### config.mk
export PLATFORM = sky130hd
export DESIGN_NAME = prediction_residual_tokenizer_core
export DESIGN_NICKNAME = d
export VERILOG_FILES = /design/src/design/prt_pkg.sv /design/src/design/prediction_residual_tokenizer_core.sv
export SDC_FILE = /design/constraint.sdc
export NUM_CORES = 1
export LEC_CHECK = 0
export ABC_CLOCK_PERIOD_IN_PS = 13570
export BUFFER_PORTS_ARGS = -buffer_cell sky130_fd_sc_hd__buf_2
export CORE_MARGIN = 2
export CORE_UTILIZATION = 34
export DETAILED_ROUTE_END_ITERATION = 10
export PLACE_DENSITY_LB_ADDON = 0.1
export SLEW_MARGIN = 10
export SYNTH_ARGS = -nofsm -noshare
export SYNTH_HDL_FRONTEND = slang
export SYNTH_SLANG_ARGS = --single-unit
### constraint.sdc
create_clock -name clk_i -period 13.57 [get_ports clk_i]
set_input_delay 1.357 -clock clk_i [delete_from_list [all_inputs] [get_ports clk_i]]
set_output_delay 1.357 -clock clk_i [all_outputs]
set_load 0.02 [all_outputs]
### src/design/prt_pkg.sv
package prt_pkg;

  // Hybrid token layout: direct range of 2**SymExp values, SymMsb mantissa
  // bits carried in the token, SymLsb low bits carried in the token.
  localparam int unsigned SymExp = 5;
  localparam int unsigned SymMsb = 2;
  localparam int unsigned SymLsb = 0;

  localparam int unsigned SmpW   = 12;
  localparam int unsigned TokW   = 6;
  localparam int unsigned CntW   = 4;
  localparam int unsigned ExtraW = 10;
  localparam int unsigned ModeW  = 4;

  typedef enum logic {
    CmdEncode = 1'b0,
    CmdDecode = 1'b1
  } cmd_e;

  typedef enum logic [ModeW-1:0] {
    PredZero     = 4'd0,
    PredW        = 4'd1,
    PredAvgWNw   = 4'd2,
    PredNw       = 4'd3,
    PredAvgNwN   = 4'd4,
    PredN        = 4'd5,
    PredAvgNNe   = 4'd6,
    PredNe       = 4'd7,
    PredGradient = 4'd8,
    PredAvgNW    = 4'd9,
    PredWeighted = 4'd10
  } pred_mode_e;

  typedef struct packed {
    cmd_e                     command;
    logic signed [SmpW-1:0]   nbr_nw;
    logic signed [SmpW-1:0]   nbr_n;
    logic signed [SmpW-1:0]   nbr_ne;
    logic signed [SmpW-1:0]   nbr_w;
    logic signed [SmpW-1:0]   sample;
    logic        [TokW-1:0]   in_token;
    logic        [ExtraW-1:0] in_extra;
  } in_item_t;

  typedef struct packed {
    logic        [TokW-1:0]   token;
    logic        [CntW-1:0]   extra_count;
    logic        [ExtraW-1:0] extra_bits;
    logic signed [SmpW-1:0]   value;
  } out_item_t;

endpackage

### src/design/prediction_residual_tokenizer_core.sv
// Prediction residual tokenizer. Each transfer on the input channel carries
// one sample with its NW, N, NE and W neighbours and an encode or decode
// command; each yields exactly one result transfer, in order. The block
// accepts one item per cycle unless the output stalls: the item is captured
// in an input register, prediction, residual packing and token split or
// reconstruction run as one combinational pass, and the result is held in
// an output register. A stalled output backs up through both registers to
// in_ready_o. The predictor mode register is written through cfg_we_i/
// cfg_wdata_i and must only change while no item is in flight; modes 11
// to 15 predict zero.
module prediction_residual_tokenizer_core (
  input  logic                                clk_i,
  input  logic                                rst_ni,
  input  logic                                in_valid_i,
  output logic                                in_ready_o,
  input  prt_pkg::in_item_t                   in_data_i,
  output logic                                out_valid_o,
  input  logic                                out_ready_i,
  output prt_pkg::out_item_t                  out_data_o,
  input  logic                                cfg_we_i,
  input  logic [prt_pkg::ModeW-1:0]           cfg_wdata_i
);

  localparam int unsigned PackW = 13;

  function automatic logic signed [prt_pkg::SmpW-1:0] clamp_smp(
    input logic signed [16:0] x
  );
    logic signed [16:0] lo;
    logic signed [16:0] hi;
    lo = -17'sd2048;
    hi = 17'sd2047;
    if (x < lo) begin
      return lo[prt_pkg::SmpW-1:0];
    end else if (x > hi) begin
      return hi[prt_pkg::SmpW-1:0];
    end
    return x[prt_pkg::SmpW-1:0];
  endfunction

  logic [prt_pkg::ModeW-1:0] mode_q;
  logic                      s1_valid_q, s1_valid_d;
  prt_pkg::in_item_t         s1_data_q;
  logic                      out_valid_q, out_valid_d;
  prt_pkg::out_item_t        out_data_q, out_data_d;
  logic                      s1_ready;

  assign s1_ready    = !out_valid_q || out_ready_i;
  assign in_ready_o  = !s1_valid_q || s1_ready;
  assign s1_valid_d  = in_ready_o ? in_valid_i : s1_valid_q;
  assign out_valid_d = s1_ready ? s1_valid_q : out_valid_q;
  assign out_valid_o = out_valid_q;
  assign out_data_o  = out_data_q;

  always_ff @(posedge clk_i or negedge rst_ni) begin
    if (!rst_ni) begin
      mode_q      <= '0;
      s1_valid_q  <= 1'b0;
      out_valid_q <= 1'b0;
    end else begin
      if (cfg_we_i) begin
        mode_q <= cfg_wdata_i;
      end
      s1_valid_q  <= s1_valid_d;
      out_valid_q <= out_valid_d;
    end
  end

  always_ff @(posedge clk_i) begin
    if (in_valid_i && in_ready_o) begin
      s1_data_q <= in_data_i;
    end
    if (s1_valid_q && s1_ready) begin
      out_data_q <= out_data_d;
    end
  end

  // Prediction.
  logic signed [16:0] nw, n, ne, w;
  logic signed [16:0] sum_wnw, sum_nwn, sum_nne, sum_nw;
  logic signed [16:0] grad, med_lo, med_hi, med, wsum, pred_raw;
  logic signed [prt_pkg::SmpW-1:0] pred;

  assign nw = 17'(s1_data_q.nbr_nw);
  assign n  = 17'(s1_data_q.nbr_n);
  assign ne = 17'(s1_data_q.nbr_ne);
  assign w  = 17'(s1_data_q.nbr_w);

  assign sum_wnw = w + nw;
  assign sum_nwn = nw + n;
  assign sum_nne = n + ne;
  assign sum_nw  = n + w;
  assign grad    = sum_nw - nw;
  assign med_lo  = (n < w) ? n : w;
  assign med_hi  = (n < w) ? w : n;
  assign med     = (grad < med_lo) ? med_lo : ((grad > med_hi) ? med_hi : grad);
  assign wsum    = (sum_nw <<< 2) + ne - nw;

  always_comb begin
    case (mode_q)
      prt_pkg::PredW:        pred_raw = w;
      prt_pkg::PredAvgWNw:   pred_raw = sum_wnw >>> 1;
      prt_pkg::PredNw:       pred_raw = nw;
      prt_pkg::PredAvgNwN:   pred_raw = sum_nwn >>> 1;
      prt_pkg::PredN:        pred_raw = n;
      prt_pkg::PredAvgNNe:   pred_raw = sum_nne >>> 1;
      prt_pkg::PredNe:       pred_raw = ne;
      prt_pkg::PredGradient: pred_raw = med;
      prt_pkg::PredAvgNW:    pred_raw = sum_nw >>> 1;
      prt_pkg::PredWeighted: pred_raw = wsum >>> 3;
      default:               pred_raw = '0;
    endcase
  end

  assign pred = clamp_smp(pred_raw);

  // Encode: zigzag packing and hybrid token split.
  logic signed [PackW-1:0] enc_res;
  logic        [PackW:0]   enc_zz;
  logic        [PackW-1:0] enc_packed;
  logic        [3:0]       enc_lg;
  logic        [3:0]       enc_cnt;
  logic        [PackW-1:0] enc_top;
  logic        [prt_pkg::TokW-1:0]   enc_tok;
  logic        [prt_pkg::ExtraW-1:0] enc_bits;

  assign enc_res    = PackW'(s1_data_q.sample) - PackW'(pred);
  assign enc_zz     = {enc_res, 1'b0} ^ {(PackW + 1){enc_res[PackW-1]}};
  assign enc_packed = enc_zz[PackW-1:0];

  always_comb begin
    enc_lg = '0;
    for (int i = 1; i < PackW; i++) begin
      if (enc_packed[i]) begin
        enc_lg = 4'(i);
      end
    end
  end

  // The mantissa bits just below the leading one go into the token.
  assign enc_cnt = enc_lg - 4'(prt_pkg::SymMsb + prt_pkg::SymLsb);
  assign enc_top = enc_packed >> enc_cnt;

  always_comb begin
    if (enc_packed < PackW'(1 << prt_pkg::SymExp)) begin
      enc_tok  = enc_packed[prt_pkg::TokW-1:0];
      enc_bits = '0;
    end else begin
      enc_tok  = 6'(1 << prt_pkg::SymExp)
               + {enc_lg[3:0] - 4'(prt_pkg::SymExp), enc_top[prt_pkg::SymMsb-1:0]};
      enc_bits = enc_packed[prt_pkg::ExtraW-1:0]
               & ~({prt_pkg::ExtraW{1'b1}} << enc_cnt);
    end
  end

  // Decode: rebuild the packed residual and add the prediction.
  logic [prt_pkg::TokW-1:0]   dec_tok;
  logic [prt_pkg::CntW-1:0]   dec_cnt;
  logic [prt_pkg::ExtraW-1:0] dec_bits;
  logic [PackW-1:0]           dec_packed;
  logic [PackW-2:0]           dec_half;
  logic signed [PackW-1:0]    dec_res;
  logic signed [16:0]         dec_sum;

  assign dec_tok = s1_data_q.in_token;

  always_comb begin
    if (dec_tok >= 6'(1 << prt_pkg::SymExp)) begin
      dec_cnt    = {1'b0, dec_tok[4:2]} + 4'(prt_pkg::SymExp - prt_pkg::SymMsb);
      dec_bits   = s1_data_q.in_extra & ~({prt_pkg::ExtraW{1'b1}} << dec_cnt);
      dec_packed = (PackW'({1'b1, dec_tok[1:0]}) << dec_cnt) | PackW'(dec_bits);
    end else begin
      dec_cnt    = '0;
      dec_bits   = '0;
      dec_packed = PackW'(dec_tok);
    end
  end

  assign dec_half = dec_packed[PackW-1:1];
  assign dec_res  = dec_packed[0] ? ~{1'b0, dec_half} : {1'b0, dec_half};
  assign dec_sum  = 17'(dec_res) + 17'(pred);

  always_comb begin
    if (s1_data_q.command == prt_pkg::CmdDecode) begin
      out_data_d.token       = dec_tok;
      out_data_d.extra_count = dec_cnt;
      out_data_d.extra_bits  = dec_bits;
      out_data_d.value       = clamp_smp(dec_sum);
    end else begin
      out_data_d.token       = enc_tok;
      out_data_d.extra_count = (enc_packed < PackW'(1 << prt_pkg::SymExp)) ? '0 : enc_cnt;
      out_data_d.extra_bits  = enc_bits;
      out_data_d.value       = pred;
    end
  end

endmodule

# Word-level counts from Yosys, hierarchy flattened
# Index checks and enable logic that the tools add are counted.
dict set report word_totals {
  reg_bits 115
  input_bits 86
  word_cells 100
}
dict set report classes {
  addsub 13
  muxes 36
  order_cmp 9
  shifts 4
  n_eq_ne 10
  bitwise_logic 7
  reduce_logical 6
}
# operator count
set ops {}
lappend ops {{$pmux W17 S10} 1}
lappend ops {{$mux W12} 6}
lappend ops {{$mux W17} 4}
lappend ops {{$add A12 B12 Y13} 4}
lappend ops {{$mux W4} 13}
lappend ops {{$mux W32} 1}
lappend ops {{$mux W13} 2}
lappend ops {{$and A10 B10 Y10} 2}
lappend ops {{$mux W10} 2}
lappend ops {{$not A10 Y10} 2}
lappend ops {{$shl A10 B4 Y10 const A} 2}
lappend ops {{$gt A14 B17 Y1} 1}
lappend ops {{$gt A17 B12 Y1 const B} 1}
lappend ops {{$lt A14 B17 Y1} 1}
lappend ops {{$lt A17 B12 Y1 const B} 1}
lappend ops {{$sub A16 B12 Y17} 1}
lappend ops {{$add A15 B12 Y16} 1}
lappend ops {{$eq A4 B3 Y1 const B} 4}
lappend ops {{$add A13 B12 Y14} 1}
lappend ops {{$gt A14 B12 Y1 const B} 1}
lappend ops {{$lt A14 B12 Y1 const B} 1}
lappend ops {{$sub A13 B12 Y14} 1}
lappend ops {{$lt A13 B6 Y1 const B} 1}
lappend ops {{$not A12 Y13} 1}
lappend ops {{other kinds (19)} 30}

# Longest topological paths before layout
# Gate-level depths: netlist of run 1.
dict set report logic_depth {
  depth_word 30
  mapped_depth 50
  ltp_nobuf 46
}

# Least setup slack after synthesis of run 1
# No wires, ideal clock.
dict set report synth_timing {
  path_type {flip-flop to flip-flop}
  startpoint {reg s1_data_q[28] (netlist name)}
  endpoint {reg out_data_q, in the netlist out_data_o[26], data pin}
  stages_incl_launch_ff 44
  arrival_ns 9.557
  required_ns 13.316
  setup_slack_ns 3.759
  n_path_buf 2
  cell_sequence {edfxtp_1 > ha_1 > inv_1 > fa_1 > o21bai_1 > a21oi_1 > o21bai_1 > a21oi_1 > xnor2_1 > ha_1 > o21a_1 > o21ai_0 > a211oi_1 > a2111oi_0 > xnor2_1 > ha_1 > a211oi_1 > a21boi_0 > [... 8 more ...] > ha_1 > fa_1 > and2b_1 > o2111ai_1 > a31oi_1 > mux2_2 > a2bb2oi_1 > a21oi_1 > a21boi_1 > or2_2 > buf_2 > inv_1 > ha_1 > inv_1 > mux4_2 > mux2i_1 > mux2i_1 > o21a_1}
}
# element line
set synth_lines {}
lappend synth_lines {{start, declared} prediction_residual_tokenizer_core.sv:43} ;# prt_pkg::in_item_t s1_data_q;
lappend synth_lines {{start signal, assigned} prediction_residual_tokenizer_core.sv:71} ;# s1_data_q <= in_data_i;
lappend synth_lines {{end signal, assigned} prediction_residual_tokenizer_core.sv:74} ;# out_data_q <= out_data_d;
lappend synth_lines {{end, declared} prediction_residual_tokenizer_core.sv:45} ;# prt_pkg::out_item_t out_data_q, out_data_d;

==> results of run 1 <==
per-layer routing:
metal	global-route usage (%)	vias up
li1	-	5293
met1	26.4	5233
met2	40.2	280
met3	3.29	52
met4	6.96	0
met5	0	-
critical path: cells and delay by family (launching register included):
family,cells,cell delay (ns)
compound gates,20,4.93
xor+xnor,2,0.60
fa+ha+maj,6,1.83
buf+inv,5,0.83
flops,1,0.54
mux,3,0.81
simple gates,8,2.07
per-stage QoR:
step | std cells | worst slack (ns)
5_1_grt | 1928 | 0.838
4_1_cts | 1928 | 1.77
2_1_floorplan | 1351 | 3.76
6_report | 1928 | 1.68
3_3_place_gp | 1897 | 2.28
3_5_place_dp | 1897 | 1.82
synthesized netlist by cell type (all sizes together), types with 5 or more instances:
cell       n
ha       148
o31ai     12
dfrtp      6
a31oi     18
o22ai     12
nand4      8
or3       10
a221oi    10
fa        20
clkbuf    38
nor4       6
nand3b     7
a21o      39
or2        8
o21ai     83
a31o       7
nor3      24
xnor2     60
a32oi      5
and2      11
mux2       9
nand2     88
nor2b     18
inv       83
a21oi    110
xor2      35
a22oi     25
nand3     34
edfxtp   109
o2111ai   10
o21bai    15
a211o      8
and3       8
o21a      27
mux2i     27
nor2      84
nand2b    30
buf        8
o211ai    11
a211oi    16
how the worst max path moves through the flow:
stage	from	to	slack, ns	cells after the start
2_1_floorplan	s1_data_q[28]	out_data_o[26]	3.76	43
3_3_place_gp	s1_data_q[28]	out_data_o[26]	2.28	44
3_5_place_dp	s1_data_q[28]	out_data_o[26]	1.82	44
4_1_cts	s1_data_q[28]	out_data_o[26]	1.77	44
5_1_grt	n[0]	out_data_o[26]	0.84	44
6_report	s1_data_q[28]	out_data_o[26]	1.68	44
registers in the layout, indices dropped and copies added, names as in the netlist:
| register | cells |
|---|---|
| s1_data_q | 35 |
| out_data_o | 32 |
| n | 12 |
| ne | 12 |
| nw | 12 |
| dec_tok | 6 |
| mode_q | 4 |
| out_valid_o | 1 |
| s1_valid_q | 1 |
area by class of cell:
type,instances,area (µm²)
inverter,83,312
multi-input combinational,1107,8360
clock inverter,12,140
sequential,115,3420
fill,3673,21600
tap,461,577
timing repair buffer,131,686
clock buffer,19,433
logic make-up after synthesis:
kind of cell / Yosys count / share of synthesized area (%)
flip-flops: 115 / 27.9
buffers and inverters: 129 / 4.10
AO/OA/AOI/OAI: 453 / 25.2
multiplexers: 37 / 3.21
AND/OR/NAND/NOR: 353 / 14.4
XOR/XNOR: 95 / 6.78
adder cells (fa/ha/maj): 169 / 18.5
power breakdown:
group / total (mW) / internal, mW / switching, mW
clock network: 0.454 / 0.284 / 0.170
logic: 2.01 / 0.779 / 1.23
registers: 0.517 / 0.480 / 0.0367
==> flow_summary_export.csv, run 1 <==
group,metric,value,unit
run_status,status,"finished, final reports clean",
die,start_util,34.5,%
critical_path,cpPeakStageDelay,0.68,ns
finish,area_delta_synth_final,13.6,%
critical_path,worst_ep_arrival_time,12.10,ns
sta,finalSetupTns,0,ns
global_route,grt_pass1_vias,11100,
cts,cts.hold.buffers_added,0,
sta,hold_violations,0,
sta,skew,0.0122,ns
yosys,syn_inst,1351,
routing,drcViolationCount,0,
yosys,synth.top_cell.area_share,26.7,%
critical_path,worstSetupPathType,"reg2reg",
routing,dr_total_vias,10900,
finish,antenna_cells,0,
routing,first_iter_violations,645,
routing,dr_wl_met2,21.1,mm
cts,clk_path_buf_depth,2,
power,p_leak,5.86,nW
yosys,ys_ff_latch,115,
yosys,synth_area,12300,µm²
routing,wl_met3,1.70,mm
die,dieWidth,194,µm
finish,drive_gt1_share,14.0,%
power,finalPower,2.98,mW
critical_path,slowest_stage,"o311ai_0",
critical_path,ff2ff_setup_slack,1.68,ns
routing,wire_per_inst,21.3,µm
die,dieHeight,194,µm
cts,postCtsSetupRepairBufs,0,
critical_path,reg2reg_to,"out_data_o[26]",
sta,max_freq,84.1,MHz
critical_path,critPathMaxFanout,22,
place,io_buffers,119,
sta,rsz0062_at_grt,"false",
yosys,yosys_most_used_dff,"edfxtp_1",
place,place_area,13400,µm²
cts,cts-buffers-inserted,17,
sta,max_slew_margin,23.0,%
finish,utilization,39.2,%
worst_hold_path,hold-path-endpoint,"out_valid_o",
finish,layout_common_cells,"ha_1, buf_2, edfxtp_1",
routing,drt_pass1_iterations,7,
power,ir_drop,0.000139,V
critical_path,crit_path_end_kind,"flop",
yosys,synth_nets,1605,
sta,worst_slew_pin_slew,1.16,ns
global_route,grt_antenna_before_repair,0,
die,row_count,69,
routing,dr.max_layer_used,"met4",
power,power_density,214,nW/µm²
routing,final_antenna_net_count,0,
yosys,synth_area_leaders,"edfxtp_1, ha_1, xnor2_1",
worst_hold_path,min_path_cells,1,
yosys,syn_avg_cell_area,9.08,µm²
critical_path,required,13.77,ns
cts,cts_tree,"built",
job,maxCapViolCount,0,
cts,htreeDepth,4,
place,routabilityCongestion,0.893,
global_route,track_usage,22.0,%
cts,path_clk_slew,0.06,ns
routing,wl,41.1,mm
sta,final-setup-viol-count,0,
finish,nets,1709,
global_route,overflow,0,
die,num_io_pins,120,
place,place_hpwl,33.3,mm
critical_path,worstSetupStartpointType,"flop",
finish,final_area,13900,µm²
cts,insertion_delay,0.45,ns
finish,layout_commonest_cell,"ha_1",
yosys,synth_edf_count,109,
worst_hold_path,worstHoldStart,"s1_valid_q",
yosys,ys_seq_area_share,27.9,%
cts,root_buffer,"clkbuf_16",
yosys,ys_types,83,
critical_path,r2r_cells,44,
yosys,yosys.area.top_type,"edfxtp_1",
sta,slew_viol_final,0,
sta,period_needed,11.90,ns
global_route,grt_pass1_wl,63.6,mm
sta,min_period_over_period,87.7,%
sta,whs,0.494,ns
critical_path,r2r-start,"s1_data_q[28]",
die,die_area,37600,µm²
worst_hold_path,min_path_type,"reg2reg",
yosys,async_flop_share,5.22,%
die,core,35600,µm²
cts,clock-sinks,115,
cts,cts_resized,0,
yosys,yosysWarnings,0,
routing,viasPerCell,5.63,
routing,wl_met1,17.4,mm
global_route,grt_max_degree,78,
Note: power is estimated with default switching activity, not from simulation.
==> run 2: changes to the inputs <==
- ABC_AREA: default -> 1
- REMOVE_ABC_BUFFERS: default -> 1
==> run 2 against run 1 <==
Sequential share of layout area barely moved. Combinational power rose by 16%. Highest routed layer unchanged. Synthesized cell count rose by 19%. Fmax rose by 21%. Sequential cell count did not move.
==> flow_summary_export.csv, run 2 <==
group,metric,value,unit
critical_path,cpPeakStageDelay,0.59,ns
job,maxCapViolCount,0,
place,routabilityCongestion,0.923,
finish,multi_input_area,7800,µm²
yosys,yosysWarnings,0,
place,io_buffers,119,
yosys,ys_types,61,
cts,clk_path_buf_depth,2,
critical_path,crit_top_cell,"nand2_1",
yosys,ys_ff_latch,115,
finish,top_register,"s1_data_q",
sta,worst_slew_pin_slew,1.23,ns
yosys,synthSimpleGateAreaFrac,22.6,%
critical_path,worstSetupStartpointType,"flop",
cts,insertion_delay,0.45,ns
worst_hold_path,min_path_cells,2,
yosys,yosys_most_used_dff,"edfxtp_1",
critical_path,r2r-start,"n[1]",
die,dieHeight,194,µm
critical_path,r2r_cells,56,
finish,area_delta_synth_final,13.8,%
routing,drcViolationCount,0,
die,die_area,37500,µm²
sta,hold_violations,0,
sta,max_slew_margin,17.6,%
die,row_count,69,
sta,rsz0062_at_grt,"false",
yosys,ys_seq_area_share,28.0,%
routing,wl,40.0,mm
sta,period_needed,9.87,ns
cts,htreeDepth,4,
cts,cts.hold.buffers_added,0,
cts,cts_resized,0,
cts,cts_tree,"built",
critical_path,critPathMaxFanout,12,
critical_path,worst_ep_arrival_time,10.05,ns
cts,path_clk_slew,0.06,ns
die,num_io_pins,120,
cts,postCtsSetupRepairBufs,0,
die,dieWidth,194,µm
worst_hold_path,worstHoldStart,"s1_valid_q",
critical_path,cp_num_buf_inv,9,
finish,fin_cells,2202,
finish,largest_reg_flops,35,
place,place_hpwl,33.0,mm
die,start_util,34.5,%
die,core,35500,µm²
yosys,synth.top_cell.area_share,26.8,%
global_route,track_usage,21.2,%
finish,seq_area,3420,µm²
finish,layout_common_cells,"nand2_1, inv_1, ha_1",
global_route,grt_antenna_before_repair,0,
power,ir_drop,0.000187,V
critical_path,required,13.75,ns
finish,num-fill-cells,3715,
cts,cts-buffers-inserted,17,
global_route,overflow,0,
finish,drive_gt1_share,13.9,%
global_route,grt_max_degree,78,
cts,root_buffer,"clkbuf_16",
sta,skew,0.0142,ns
critical_path,reg2reg_to,"out_data_o[14]",
yosys,synth_edf_count,109,
yosys,synth.cells.most_frequent,"nand2_1, inv_1, ha_1",
sta,slew_viol_final,0,
routing,dr_total_vias,11400,
finish,nets,1982,
cts,clock-sinks,115,
worst_hold_path,min_path_type,"reg2reg",
routing,drt_pass1_iterations,5,
routing,final_antenna_net_count,0,
critical_path,crit_family,"simple AND/OR/NAND/NOR gates",
critical_path,worstSetupPathType,"reg2reg",
critical_path,crit_start,"n[1]",
yosys,synthAdderAreaFrac,18.4,%
sta,finalSetupTns,0,ns
yosys,synth-xor-area-share,4.48,%
routing,wire_per_inst,18.1,µm
global_route,grt_pass1_wl,60.9,mm
sta,max_freq,101,MHz
routing,viasPerCell,5.19,
power,finalPower,3.34,mW
yosys,syn_avg_cell_area,7.59,µm²
run_status,status,"finished, final reports clean",
yosys,async_flop_share,5.22,%
critical_path,worst-path-stages,56,
finish,layout_commonest_cell,"nand2_1",
yosys,synth_top_family_by_area,"simple AND/OR/NAND/NOR gates",
place,dpl.cell_count,2170,
global_route,grt_pass1_vias,10700,
power,p_leak,6.62,nW
routing,first_iter_violations,1024,
critical_path,slowest_stage,"edfxtp_1",
yosys,synth_area_leaders,"edfxtp_1, ha_1, nand2_1",
yosys,synth_most_common_cell,"nand2_1",
power,power_density,240,nW/µm²
critical_path,ff2ff_setup_slack,3.70,ns
critical_path,crit_path_end_kind,"flop",
yosys,synth_compound_area_share,18.0,%
sta,final-setup-viol-count,0,
yosys,syn_inst,1611,
yosys,yosys.area.top_type,"edfxtp_1",
yosys,synth.area.mux_share,0.0818,%
sta,min_period_over_period,72.7,%
yosys,synth_area,12200,µm²
critical_path,endpoint,"out_data_o[14]",
finish,antenna_cells,0,
run 2: area by class of cell:
class	instances	share of cell area (%)
Clock buffer	18	3.08
Multi-Input combinational cell	1238	56.0
Timing Repair Buffer	124	4.55
Sequential cell	115	24.6
Clock inverter	14	1.34
Inverter	232	6.27
Tap cell	461	4.14
run 2: how the worst min path moves through the flow:
stage                       end  slack, ns
finish              out_valid_o       0.53
global route        out_valid_o       0.54
CTS                 out_valid_o       0.52
detailed placement  out_valid_o       0.50
global placement    out_valid_o       0.49
floorplan           out_valid_o       0.45
run 2: power by group:
part	internal [mW]	leakage [nW]	switching [mW]
sequential	0.496	1.12	0.0428
combinational	0.772	5.20	1.55
clock	0.305	0.290	0.175
run 2: worst reg2reg max path: cells and delay by family (launching register included):
| family | cells | cell delay, ns |
|---|---|---|
| simple gates | 25 | 2.62 |
| compound gates | 12 | 2.45 |
| fa+ha+maj | 7 | 2.29 |
| buf+inv | 9 | 0.89 |
| xor+xnor | 3 | 0.78 |
| flops | 1 | 0.59 |
run 2: cell families (layout without fill, tap and decap cells):
family / count (synthesis) / after routing
AOI/OAI and AO/OA: 369 / 369
xor gates and xnor gates: 60 / 60
adders and majority gates: 168 / 168
buffers and inverters: 258 / 388
DFF: 115 / 115
muxes: 1 / 1
and+or+nand+nor: 640 / 640
run 2: per-stage QoR:
step                      area (µm²)  hold slack [ns]  setup slack [ns]  util (%)
after detailed placement       13300            0.503              3.82      37.5
after global routing           13900            0.541              2.63      39.2
after CTS                      13900            0.523              3.79      39.2
final                          13900            0.526              3.70      39.2
after floorplan                12100            0.447              5.20         -
after global placement         13300            0.489              4.06      37.5
run 2: layer usage:
metal / routed length (µm) / global-route usage [%] / up-vias / share of wire [%]
li1: - / - / 5737 / -
met2: 15700 / 29.3 / 364 / 39
met5: 0 / 0 / - / 0
met1: 20900 / 33.4 / 5292 / 52
met3: 2830 / 4.23 / 35 / 7.1
met4: 538 / 4.81 / 0 / 1.3
